## src/rtl/core/pfmt_pkg.sv

```systemverilog
`timescale 1ns / 1ps

package pfmt_pkg;

    localparam int MAX_WIDTH = 64;
    localparam int TXT_DEPTH = 12;

    localparam logic [7:0] CH_NUL     = 8'h00;
    localparam logic [7:0] CH_SPACE   = 8'h20;
    localparam logic [7:0] CH_PERCENT = 8'h25;
    localparam logic [7:0] CH_MINUS   = 8'h2D;
    localparam logic [7:0] CH_ZERO    = 8'h30;
    localparam logic [7:0] CH_NINE    = 8'h39;
    localparam logic [7:0] CH_HEX_LO  = 8'h57;
    localparam logic [7:0] CH_C       = 8'h63;
    localparam logic [7:0] CH_D       = 8'h64;
    localparam logic [7:0] CH_L       = 8'h6C;
    localparam logic [7:0] CH_U       = 8'h75;
    localparam logic [7:0] CH_X       = 8'h78;

    typedef enum logic [2:0] {
        PH_LITERAL,
        PH_PERCENT,
        PH_MINUS,
        PH_ZERO,
        PH_WIDTH,
        PH_LONG
    } phase_t;

    typedef enum logic [3:0] {
        UOP_NOP,
        UOP_ACCEPT,
        UOP_NEG,
        UOP_DIGSET,
        UOP_SUB,
        UOP_DIGIT,
        UOP_PADSET,
        UOP_EMIT_PAD,
        UOP_EMIT_TXT
    } uop_t;

    typedef enum logic [3:0] {
        UC_NEVER,
        UC_ALWAYS,
        UC_DISPATCH,
        UC_NUM_ZERO,
        UC_NUM_GE_DIV,
        UC_MORE_DIV,
        UC_PAD_ZERO,
        UC_PAD_MORE,
        UC_TXT_DONE,
        UC_TXT_MORE
    } ucond_t;

    typedef logic [3:0] upc_t;

    localparam upc_t UA_IDLE    = 4'd0;
    localparam upc_t UA_NEG     = 4'd1;
    localparam upc_t UA_DIGSET  = 4'd2;
    localparam upc_t UA_DLOOP   = 4'd3;
    localparam upc_t UA_DIGIT   = 4'd4;
    localparam upc_t UA_PADSET  = 4'd5;
    localparam upc_t UA_PADTEST = 4'd6;
    localparam upc_t UA_PADOUT  = 4'd7;
    localparam upc_t UA_TXTTEST = 4'd8;
    localparam upc_t UA_TXTOUT  = 4'd9;
    localparam upc_t UA_DONE    = 4'd10;

    typedef struct packed {
        uop_t   op;
        ucond_t cond;
        upc_t   target;
    } uword_t;

    typedef struct packed {
        logic stall;
        upc_t dispatch;
        logic num_zero;
        logic num_ge_div;
        logic more_div;
        logic pad_zero;
        logic pad_more;
        logic txt_done;
        logic txt_more;
    } dp_status_t;

endpackage

```

## src/rtl/core/printf_integer_formatter.sv

```systemverilog
`timescale 1ns / 1ps

// Integer printf formatter. Send the format string one character per request on
// fmt_char, with the argument word on arg_value (used only by the conversion
// character); the output channel streams the produced characters, with last
// marking the final character caused by a request. Supports %d %u %x %c %%, the
// '-' flag (ignored), the '0' flag, a decimal width saturating at 64 and the 'l'
// length; NUL ends the format. A small microcoded sequencer drives one
// subtract-and-compare datapath, and one request is processed at a time: after
// the request is accepted, %d first negates a negative value and stores the
// sign, then %d, %u and %x clear the digit state and a nonzero value is turned
// into digits one digit position at a time (10 decimal, 8 hex) by repeated
// subtraction; then the padding characters are emitted, followed by the text
// characters. The longest request is %64x of ffffffff. Output backpressure
// stalls the sequencer.
module printf_integer_formatter
    import pfmt_pkg::*;
(
    input  logic        clk,
    input  logic        rst_n,
    input  logic        in_valid,
    output logic        in_ready,
    input  logic [7:0]  fmt_char,
    input  logic [31:0] arg_value,
    output logic        out_valid,
    input  logic        out_ready,
    output logic [7:0]  out_char,
    output logic        last
);

    uop_t       op;
    dp_status_t status;

    pfmt_sequencer u_sequencer (
        .clk    (clk),
        .rst_n  (rst_n),
        .status (status),
        .op     (op)
    );

    pfmt_datapath u_datapath (
        .clk       (clk),
        .rst_n     (rst_n),
        .op        (op),
        .status    (status),
        .in_valid  (in_valid),
        .in_ready  (in_ready),
        .fmt_char  (fmt_char),
        .arg_value (arg_value),
        .out_valid (out_valid),
        .out_ready (out_ready),
        .out_char  (out_char),
        .last      (last)
    );

endmodule

```

## src/rtl/core/pfmt_sequencer.sv

```systemverilog
`timescale 1ns / 1ps

module pfmt_sequencer
    import pfmt_pkg::*;
(
    input  logic       clk,
    input  logic       rst_n,
    input  dp_status_t status,
    output uop_t       op
);

    function automatic uword_t ucode_rom(input upc_t addr);
        uword_t w;
        begin
            case (addr)
                UA_IDLE:    w = '{UOP_ACCEPT,   UC_DISPATCH,   UA_IDLE};
                UA_NEG:     w = '{UOP_NEG,      UC_NEVER,      UA_IDLE};
                UA_DIGSET:  w = '{UOP_DIGSET,   UC_NUM_ZERO,   UA_PADSET};
                UA_DLOOP:   w = '{UOP_SUB,      UC_NUM_GE_DIV, UA_DLOOP};
                UA_DIGIT:   w = '{UOP_DIGIT,    UC_MORE_DIV,   UA_DLOOP};
                UA_PADSET:  w = '{UOP_PADSET,   UC_NEVER,      UA_IDLE};
                UA_PADTEST: w = '{UOP_NOP,      UC_PAD_ZERO,   UA_TXTTEST};
                UA_PADOUT:  w = '{UOP_EMIT_PAD, UC_PAD_MORE,   UA_PADOUT};
                UA_TXTTEST: w = '{UOP_NOP,      UC_TXT_DONE,   UA_IDLE};
                UA_TXTOUT:  w = '{UOP_EMIT_TXT, UC_TXT_MORE,   UA_TXTOUT};
                UA_DONE:    w = '{UOP_NOP,      UC_ALWAYS,     UA_IDLE};
                default:    w = '{UOP_NOP,      UC_ALWAYS,     UA_IDLE};
            endcase
            return w;
        end
    endfunction

    upc_t   upc_reg;
    upc_t   upc_next;
    uword_t uword;
    logic   taken;

    assign uword = ucode_rom(upc_reg);
    assign op    = uword.op;

    always_comb
    begin
        case (uword.cond)
            UC_NEVER:      taken = 1'b0;
            UC_ALWAYS:     taken = 1'b1;
            UC_NUM_ZERO:   taken = status.num_zero;
            UC_NUM_GE_DIV: taken = status.num_ge_div;
            UC_MORE_DIV:   taken = status.more_div;
            UC_PAD_ZERO:   taken = status.pad_zero;
            UC_PAD_MORE:   taken = status.pad_more;
            UC_TXT_DONE:   taken = status.txt_done;
            UC_TXT_MORE:   taken = status.txt_more;
            default:       taken = 1'b0;
        endcase
    end

    always_comb
    begin
        if (status.stall)
        begin
            upc_next = upc_reg;
        end
        else if (uword.cond == UC_DISPATCH)
        begin
            upc_next = status.dispatch;
        end
        else if (taken)
        begin
            upc_next = uword.target;
        end
        else
        begin
            upc_next = upc_reg + 4'd1;
        end
    end

    always_ff @(posedge clk or negedge rst_n)
    begin
        if (!rst_n)
        begin
            upc_reg <= UA_IDLE;
        end
        else
        begin
            upc_reg <= upc_next;
        end
    end

endmodule

```

## src/rtl/core/pfmt_datapath.sv

```systemverilog
`timescale 1ns / 1ps

module pfmt_datapath
    import pfmt_pkg::*;
(
    input  logic        clk,
    input  logic        rst_n,
    input  uop_t        op,
    output dp_status_t  status,
    input  logic        in_valid,
    output logic        in_ready,
    input  logic [7:0]  fmt_char,
    input  logic [31:0] arg_value,
    output logic        out_valid,
    input  logic        out_ready,
    output logic [7:0]  out_char,
    output logic        last
);

    function automatic logic [31:0] div_value(input logic hex, input logic [3:0] idx);
        logic [31:0] v;
        begin
            if (hex)
            begin
                v = 32'h1000_0000 >> {idx[2:0], 2'b00};
            end
            else
            begin
                case (idx)
                    4'd0:    v = 32'd1000000000;
                    4'd1:    v = 32'd100000000;
                    4'd2:    v = 32'd10000000;
                    4'd3:    v = 32'd1000000;
                    4'd4:    v = 32'd100000;
                    4'd5:    v = 32'd10000;
                    4'd6:    v = 32'd1000;
                    4'd7:    v = 32'd100;
                    4'd8:    v = 32'd10;
                    default: v = 32'd1;
                endcase
            end
            return v;
        end
    endfunction

    phase_t      phase_reg, phase_next;
    logic        zero_pad_reg, zero_pad_next;
    logic [6:0]  field_width_reg, field_width_next;
    logic [31:0] num_reg, num_next;
    logic        hex_reg, hex_next;
    logic [3:0]  idx_reg, idx_next;
    logic [3:0]  dgt_reg, dgt_next;
    logic        started_reg, started_next;
    logic [3:0]  len_reg, len_next;
    logic [3:0]  rd_reg, rd_next;
    logic [6:0]  pad_reg, pad_next;
    logic [7:0]  pad_char_reg, pad_char_next;
    logic        out_valid_reg, out_valid_next;
    logic [7:0]  out_char_reg, out_char_next;
    logic        last_reg, last_next;

    logic [7:0]  txt_mem [TXT_DEPTH];
    logic        txt_we;
    logic [3:0]  txt_waddr;
    logic [7:0]  txt_wdata;
    logic [7:0]  txt_rdata_reg;

    phase_t      p_phase;
    logic        p_zero_pad;
    logic [6:0]  p_width;
    upc_t        p_dispatch;
    logic        p_single;
    logic [7:0]  p_single_char;
    logic        p_conv;
    logic        is_digit;
    logic [9:0]  wsum;
    logic [6:0]  wsat;

    logic [31:0] div_val;
    logic        out_busy;
    logic        stall;
    logic        go;
    logic [7:0]  digit_char;

    assign div_val    = div_value(hex_reg, idx_reg);
    assign out_busy   = out_valid_reg && !out_ready;
    assign digit_char = (dgt_reg < 4'd10) ? (CH_ZERO + {4'b0000, dgt_reg})
                                          : (CH_HEX_LO + {4'b0000, dgt_reg});

    assign is_digit = fmt_char inside {[CH_ZERO:CH_NINE]};
    assign wsum     = 10'(field_width_reg) * 10'd10 + 10'(fmt_char - CH_ZERO);
    assign wsat     = (wsum > 10'(MAX_WIDTH)) ? 7'(MAX_WIDTH) : wsum[6:0];

    always_comb
    begin
        case (op)
            UOP_ACCEPT:   stall = !in_valid;
            UOP_EMIT_PAD: stall = out_busy;
            UOP_EMIT_TXT: stall = out_busy;
            default:      stall = 1'b0;
        endcase
    end

    assign go       = !stall;
    assign in_ready = (op == UOP_ACCEPT);

    // format parse on the incoming character
    always_comb
    begin
        p_phase       = phase_reg;
        p_zero_pad    = zero_pad_reg;
        p_width       = field_width_reg;
        p_dispatch    = UA_IDLE;
        p_single      = 1'b0;
        p_single_char = fmt_char;
        p_conv        = 1'b0;
        if (fmt_char == CH_NUL)
        begin
            p_phase    = PH_LITERAL;
            p_zero_pad = 1'b0;
            p_width    = 7'd0;
        end
        else
        begin
            case (phase_reg)
                PH_PERCENT, PH_MINUS, PH_ZERO, PH_WIDTH:
                begin
                    if (phase_reg == PH_PERCENT && fmt_char == CH_MINUS)
                    begin
                        p_phase = PH_MINUS;
                    end
                    else if ((phase_reg == PH_PERCENT || phase_reg == PH_MINUS)
                             && fmt_char == CH_ZERO)
                    begin
                        p_zero_pad = 1'b1;
                        p_phase    = PH_ZERO;
                    end
                    else if (is_digit)
                    begin
                        p_width = wsat;
                        p_phase = PH_WIDTH;
                    end
                    else if (fmt_char == CH_L)
                    begin
                        p_phase = PH_LONG;
                    end
                    else
                    begin
                        p_conv = 1'b1;
                    end
                end
                PH_LONG:
                begin
                    p_conv = 1'b1;
                end
                default:
                begin
                    if (fmt_char == CH_PERCENT)
                    begin
                        p_phase    = PH_PERCENT;
                        p_zero_pad = 1'b0;
                        p_width    = 7'd0;
                    end
                    else
                    begin
                        p_phase    = PH_LITERAL;
                        p_single   = 1'b1;
                        p_dispatch = UA_PADSET;
                    end
                end
            endcase
            if (p_conv)
            begin
                p_phase = PH_LITERAL;
                case (fmt_char)
                    CH_D:
                    begin
                        p_dispatch = UA_NEG;
                    end
                    CH_U, CH_X:
                    begin
                        p_dispatch = UA_DIGSET;
                    end
                    CH_C:
                    begin
                        p_single      = 1'b1;
                        p_single_char = arg_value[7:0];
                        p_dispatch    = UA_PADSET;
                    end
                    CH_PERCENT:
                    begin
                        p_single   = 1'b1;
                        p_dispatch = UA_PADSET;
                    end
                    default:
                    begin
                        // unknown conversion: padding only
                        p_dispatch = UA_PADSET;
                    end
                endcase
            end
        end
    end

    always_comb
    begin
        phase_next       = phase_reg;
        zero_pad_next    = zero_pad_reg;
        field_width_next = field_width_reg;
        num_next         = num_reg;
        hex_next         = hex_reg;
        idx_next         = idx_reg;
        dgt_next         = dgt_reg;
        started_next     = started_reg;
        len_next         = len_reg;
        rd_next          = rd_reg;
        pad_next         = pad_reg;
        pad_char_next    = pad_char_reg;
        txt_we           = 1'b0;
        txt_waddr        = len_reg;
        txt_wdata        = digit_char;
        out_valid_next   = out_valid_reg && !out_ready;
        out_char_next    = out_char_reg;
        last_next        = last_reg;

        if (go)
        begin
            case (op)
                UOP_ACCEPT:
                begin
                    phase_next       = p_phase;
                    zero_pad_next    = p_zero_pad;
                    field_width_next = p_width;
                    num_next         = arg_value;
                    hex_next         = (fmt_char == CH_X);
                    len_next         = p_single ? 4'd1 : 4'd0;
                    txt_we           = p_single;
                    txt_waddr        = 4'd0;
                    txt_wdata        = p_single_char;
                end
                UOP_NEG:
                begin
                    if (num_reg[31])
                    begin
                        txt_we    = 1'b1;
                        txt_wdata = CH_MINUS;
                        len_next  = len_reg + 4'd1;
                        num_next  = 32'd0 - num_reg;
                    end
                end
                UOP_DIGSET:
                begin
                    idx_next     = 4'd0;
                    dgt_next     = 4'd0;
                    started_next = 1'b0;
                    if (num_reg == 32'd0)
                    begin
                        txt_we    = 1'b1;
                        txt_wdata = CH_ZERO;
                        len_next  = len_reg + 4'd1;
                    end
                end
                UOP_SUB:
                begin
                    if (num_reg >= div_val)
                    begin
                        num_next = num_reg - div_val;
                        dgt_next = dgt_reg + 4'd1;
                    end
                end
                UOP_DIGIT:
                begin
                    if (started_reg || dgt_reg != 4'd0)
                    begin
                        txt_we       = 1'b1;
                        len_next     = len_reg + 4'd1;
                        started_next = 1'b1;
                    end
                    dgt_next = 4'd0;
                    idx_next = idx_reg + 4'd1;
                end
                UOP_PADSET:
                begin
                    pad_next         = (field_width_reg > 7'(len_reg))
                                     ? field_width_reg - 7'(len_reg) : 7'd0;
                    pad_char_next    = zero_pad_reg ? CH_ZERO : CH_SPACE;
                    rd_next          = 4'd0;
                    zero_pad_next    = 1'b0;
                    field_width_next = 7'd0;
                end
                UOP_EMIT_PAD:
                begin
                    out_valid_next = 1'b1;
                    out_char_next  = pad_char_reg;
                    last_next      = (pad_reg == 7'd1) && (len_reg == 4'd0);
                    pad_next       = pad_reg - 7'd1;
                end
                UOP_EMIT_TXT:
                begin
                    out_valid_next = 1'b1;
                    out_char_next  = txt_rdata_reg;
                    last_next      = (rd_reg + 4'd1) == len_reg;
                    rd_next        = rd_reg + 4'd1;
                end
                default:
                begin
                end
            endcase
        end
    end

    // the read address is rd_next, so txt_rdata_reg holds entry rd_reg
    always_ff @(posedge clk)
    begin
        if (txt_we)
        begin
            txt_mem[txt_waddr] <= txt_wdata;
        end
        txt_rdata_reg <= txt_mem[rd_next];
    end

    always_ff @(posedge clk or negedge rst_n)
    begin
        if (!rst_n)
        begin
            phase_reg       <= PH_LITERAL;
            zero_pad_reg    <= 1'b0;
            field_width_reg <= 7'd0;
            idx_reg         <= 4'd0;
            len_reg         <= 4'd0;
            rd_reg          <= 4'd0;
            pad_reg         <= 7'd0;
            out_valid_reg   <= 1'b0;
        end
        else
        begin
            phase_reg       <= phase_next;
            zero_pad_reg    <= zero_pad_next;
            field_width_reg <= field_width_next;
            idx_reg         <= idx_next;
            len_reg         <= len_next;
            rd_reg          <= rd_next;
            pad_reg         <= pad_next;
            out_valid_reg   <= out_valid_next;
        end
    end

    always_ff @(posedge clk)
    begin
        num_reg      <= num_next;
        hex_reg      <= hex_next;
        dgt_reg      <= dgt_next;
        started_reg  <= started_next;
        pad_char_reg <= pad_char_next;
        out_char_reg <= out_char_next;
        last_reg     <= last_next;
    end

    assign status.stall      = stall;
    assign status.dispatch   = p_dispatch;
    assign status.num_zero   = (num_reg == 32'd0);
    assign status.num_ge_div = (num_reg >= div_val);
    assign status.more_div   = hex_reg ? (idx_reg != 4'd7) : (idx_reg != 4'd9);
    assign status.pad_zero   = (pad_reg == 7'd0);
    assign status.pad_more   = (pad_reg != 7'd1);
    assign status.txt_done   = (rd_reg == len_reg);
    assign status.txt_more   = (rd_reg + 4'd1) != len_reg;

    assign out_valid = out_valid_reg;
    assign out_char  = out_char_reg;
    assign last      = last_reg;

`ifndef SYNTHESIS
    a_len_bound: assert property (@(posedge clk) disable iff (!rst_n)
        len_reg <= 4'd11)
        else $error("text length overflow");

    a_width_sat: assert property (@(posedge clk) disable iff (!rst_n)
        field_width_reg <= 7'(MAX_WIDTH))
        else $error("field width above saturation");

    a_pad_nonzero: assert property (@(posedge clk) disable iff (!rst_n)
        (op == UOP_EMIT_PAD && go) |-> pad_reg != 7'd0)
        else $error("pad emitted with zero count");

    a_txt_in_range: assert property (@(posedge clk) disable iff (!rst_n)
        (op == UOP_EMIT_TXT && go) |-> rd_reg < len_reg)
        else $error("text read beyond length");

    a_idle_spec_clear: assert property (@(posedge clk) disable iff (!rst_n)
        (op == UOP_ACCEPT && phase_reg == PH_LITERAL)
        |-> (field_width_reg == 7'd0 && !zero_pad_reg))
        else $error("literal phase with stale spec");
`endif

endmodule

```

## config.mk

```make
export PLATFORM = sky130hd
export DESIGN_NAME = printf_integer_formatter
export DESIGN_NICKNAME = d
export VERILOG_FILES = /design/src/rtl/core/pfmt_pkg.sv /design/src/rtl/core/printf_integer_formatter.sv /design/src/rtl/core/pfmt_sequencer.sv /design/src/rtl/core/pfmt_datapath.sv
export SDC_FILE = /design/constraint.sdc
export NUM_CORES = 1
export LEC_CHECK = 0
export BUFFER_PORTS_ARGS = -buffer_cell sky130_fd_sc_hd__buf_2
export CAP_MARGIN = 30
export CORE_ASPECT_RATIO = 1.5
export CORE_UTILIZATION = 23
export DETAILED_ROUTE_END_ITERATION = 6
export HOLD_SLACK_MARGIN = 0.06
export SYNTH_ARGS = -nofsm -noshare
export SYNTH_HDL_FRONTEND = slang
export SYNTH_SLANG_ARGS = --single-unit
```

## constraint.sdc

```tcl
create_clock -name clk -period 8.59 [get_ports clk]
set_input_delay 0 -clock clk [delete_from_list [all_inputs] [get_ports clk]]
set_output_delay 0 -clock clk [all_outputs]
set_load 0.02 [all_outputs]
```

==> impl_results.md <==
* Pin count of the biggest net entering global routing at 36
* Ys flop type: sky130_fd_sc_hd__edfxtp_1
* Floorplan die area at 55800 um2
* Sequential element share of the synthesized area at 0.425
* Largest register FFs at 96
* Routed len/inst at 17.4 um
* Mean number of vias per cell at 5.03
* Final max-slew violation count at 0
* Worst slack on hold paths at between 0.1 and 0.15 ns
* Critical path class: flip-flop to flip-flop
* H-tree level count at 4
* Total cell area at the placement stage at approximately 14000 um2
* Met1 Resource Use GR at 0.140
* Remaining number of nets flagged by the antenna check after routing at 0
* Reg clk slew, reported paths at approximately 0.080 ns
* Final Hold Vio Count at 0
* Most frequently used cell type in the post-synthesis netlist: sky130_fd_sc_hd__edfxtp_1
* Number of placed I/O pins at 55
* Syn nets at between 1000 and 1500
* Number of cell rows at between 100 and 150
* GR Util met3 at 0.0241
* Shortest period the worst path allows at ~4.8 ns
* Area delta synth->final at 15.8%
* Num Clock Sinks at roughly 190
* Root Buffer Master: sky130_fd_sc_hd__clkbuf_16
* Nature of the critical path startpoint: flip-flop
* Summed negative setup slack over all endpoints at 0 ns
* Area occupied by multi-input gates at 6840 um2
* Number of different library cells in the post-synthesis netlist at between 80 and 90
* Required time reported for the critical path endpoint at slightly below 9 ns
* Syn Area/Cell at 9.79 um2
* Initial cell density of the core at 0.234
* Port-buffer cells at 54
* Count of instances resized after the clock tree is built at 0
* Final weighted congestion in routability-driven placement at around 0.96
* Total power per unit cell area at roughly 420 nW/um2
* Area of the placeable core at between 50000 and 60000 um2
* Via count of the first global-routing pass at 10405
* Maximum VDD drop at ~220 uV
* Peak fanout along the critical path at 20
* Cts-stage hold buffer count at 36
* Fraction of synthesized cell area taken by the top area cell type at 0.343
* Worst clock skew at 0.0131 ns
* CTS tree: built
* Clock insertion delay at the later pin of the skew report at ~0.45 ns
* Most frequent cells after synthesis: sky130_fd_sc_hd__edfxtp_1, sky130_fd_sc_hd__nor2_1, sky130_fd_sc_hd__nand2_1
* Endpoint class of the critical path: flip-flop
* Initial antenna violation count at 5
* Post-synth design cell area at roughly 13000 um2
* Async set-or-reset flop fraction in the synthesized netlist at 0.187
* Final std cell area, no fill at 14600 um2
* Outcome: finished with violations
* All-Layer GR Usage at 0.129
* Via total after detailed routing at between 10000 and 15000
* Post-synthesis cell count at 1290
* Drt first-iter violations at between 700 and 800
* DIE HEIGHT at approximately 290 um
* Buffer depth of the longest clock path at 2
* Total of max-cap violations at 0
* Pwr Total at between 6 and 7 mW
* Total of warnings raised by yosys at 0
* Worst Tran Pin Value at 1.10 ns
* Number of endpoints failing setup at the final stage at 0
* Detailed Route WL at about 36000 um
* Violations in the final reports: DRC
* Number of synthesized flops with an enable pin at 144
* Die Span X at 193 um
* HPWL reported at the end of detailed placement at 27200 um
* Sequential cell area at 5360 um2
* Total clock buffers created by CTS at 17
* Synth Register Bits at 187
* Unrepaired setup endpoints after global routing: no
* Cells taking the most area after synthesis: sky130_fd_sc_hd__edfxtp_1, sky130_fd_sc_hd__ha_1, sky130_fd_sc_hd__dfrtp_1, sky130_fd_sc_hd__mux2i_1, sky130_fd_sc_hd__xnor2_1
* Class of the most critical hold timing path: input port to flip-flop
* Final global-route overflow total at 0
* Pleak at 5.74 nW
* Wire length of the first global-routing pass at about 57000 um
* Fillers at 5658
* Met2 routing resource usage after global routing at 0.244
* WP data arrival at 4.94 ns
* Final worst path period share at 0.560
* Number of nets in the layout at about 1500
* Yosys top cell by area: sky130_fd_sc_hd__edfxtp_1
* Share of layout cells above drive strength 1 at 0.0974
* Number of iterations in the first detailed-routing pass at 7
* Most used routing layer: met2
* Number of setup buffers added after CTS at 0
* Relative slew margins at 0.264
* DRC violations left at 3
* Maximum operating frequency at 208 MHz
worst max-delay path, stage by stage (launching register included):
cell                       delay, ns
sky130_fd_sc_hd__dfrtp_1        0.50
sky130_fd_sc_hd__inv_1          0.23
sky130_fd_sc_hd__ha_1           0.27
sky130_fd_sc_hd__nor2b_1        0.23
sky130_fd_sc_hd__nand2b_1       0.15
sky130_fd_sc_hd__o31a_1         0.14
sky130_fd_sc_hd__ha_1           0.36
sky130_fd_sc_hd__o211ai_1       0.12
sky130_fd_sc_hd__o21ai_0        0.46
sky130_fd_sc_hd__o211ai_1       0.21
sky130_fd_sc_hd__a21oi_1        0.24
sky130_fd_sc_hd__o31ai_1        0.13
sky130_fd_sc_hd__a21oi_1        0.14
sky130_fd_sc_hd__o21bai_1       0.11
sky130_fd_sc_hd__nor2_1         0.15
sky130_fd_sc_hd__nor2b_2        0.63
sky130_fd_sc_hd__buf_4          0.41
cell usage in the layout (no fill, tap or decap), drive strengths merged, types with 8 or more instances in the layout:
cell and n:
xnor2 56, a21o 20, and3 11, nand4 10
or4 9, nor4 11, a22oi 20, a22o 9
ha 77, a31oi 12, nand3 35, xor2 27
nor3 33, a211oi 12, o31ai 11, dfxtp 8
clkbuf 18, dfrtp 35, or3 22, a21oi 61
edfxtp 144, nor2 123, nand2b 17, and2 11
dlygate4sd3 36, mux2i 63, buf 71, nand2 121
inv 59, nor2b 10, o21ai 84, o211ai 23
per-layer routing:
layer  up-vias  part of all wire
met1      5072              0.39
met4         4             0.033
met3        70             0.047
li1       4944                 -
met2       311              0.53
met5         -           0.00064
final timing paths:
path | start | to | slack, ns | cells after the start
hold reg to reg | u_datapath.zero_pad_reg | u_datapath.pad_char_reg[4] | 0.46 | 0
min in group asynchronous | rst_n | u_datapath.pad_reg[5] | 0.25 | 2
max in group asynchronous | rst_n | u_sequencer.upc_reg[2] | 7.76 | 2
setup reg to reg | u_datapath.idx_reg[0] | u_datapath.num_reg[3] | 3.78 | 16
hold / removal | fmt_char[2] | u_datapath.hex_reg | 0.13 | 3
setup / recovery | u_datapath.idx_reg[0] | u_datapath.num_reg[3] | 3.78 | 16
where the power goes:
part | total [mW] | leakage [nW] | internal [mW] | switching [mW]
Combinational | 3.61 | 3.60 | 1.33 | 2.27
Sequential | 1.79 | 1.86 | 1.50 | 0.293
Clock | 0.801 | 0.285 | 0.414 | 0.387
through the flow:
stage / utilization / std cells / setup WS, ns
4_1_cts: 0.270 / 2065 / 3.75
6_report: 0.271 / 2068 / 3.78
3_5_place_dp: 0.253 / 1997 / 3.83
3_3_place_gp: 0.253 / 1994 / 3.96
5_1_grt: 0.271 / 2068 / 3.41
2_1_floorplan: - / 1290 / 3.92
kinds of logic after synthesis:
family / count (synthesis) / synth area share
AND/OR/NAND/NOR: 440 / 0.170
AO/OA/AOI/OAI: 327 / 0.177
flip-flops: 187 / 0.425
buffers and inverters: 105 / 0.0344
XOR/XNOR: 83 / 0.0576
adder cells (fa/ha/maj): 81 / 0.0827
multiplexers: 67 / 0.0535
final cells by class:
| type | instances | area share |
|---|---|---|
| Multi-Input combinational cell | 998 | 0.468 |
| Inverter | 52 | 0.0134 |
| Clock inverter | 14 | 0.0107 |
| Tap cell | 689 | 0.0590 |
| Timing Repair Buffer | 107 | 0.0521 |
| Sequential cell | 187 | 0.367 |
| Clock buffer | 18 | 0.0294 |
| Antenna cell | 3 | 0.000514 |
(Power assumes the default switching activity.)
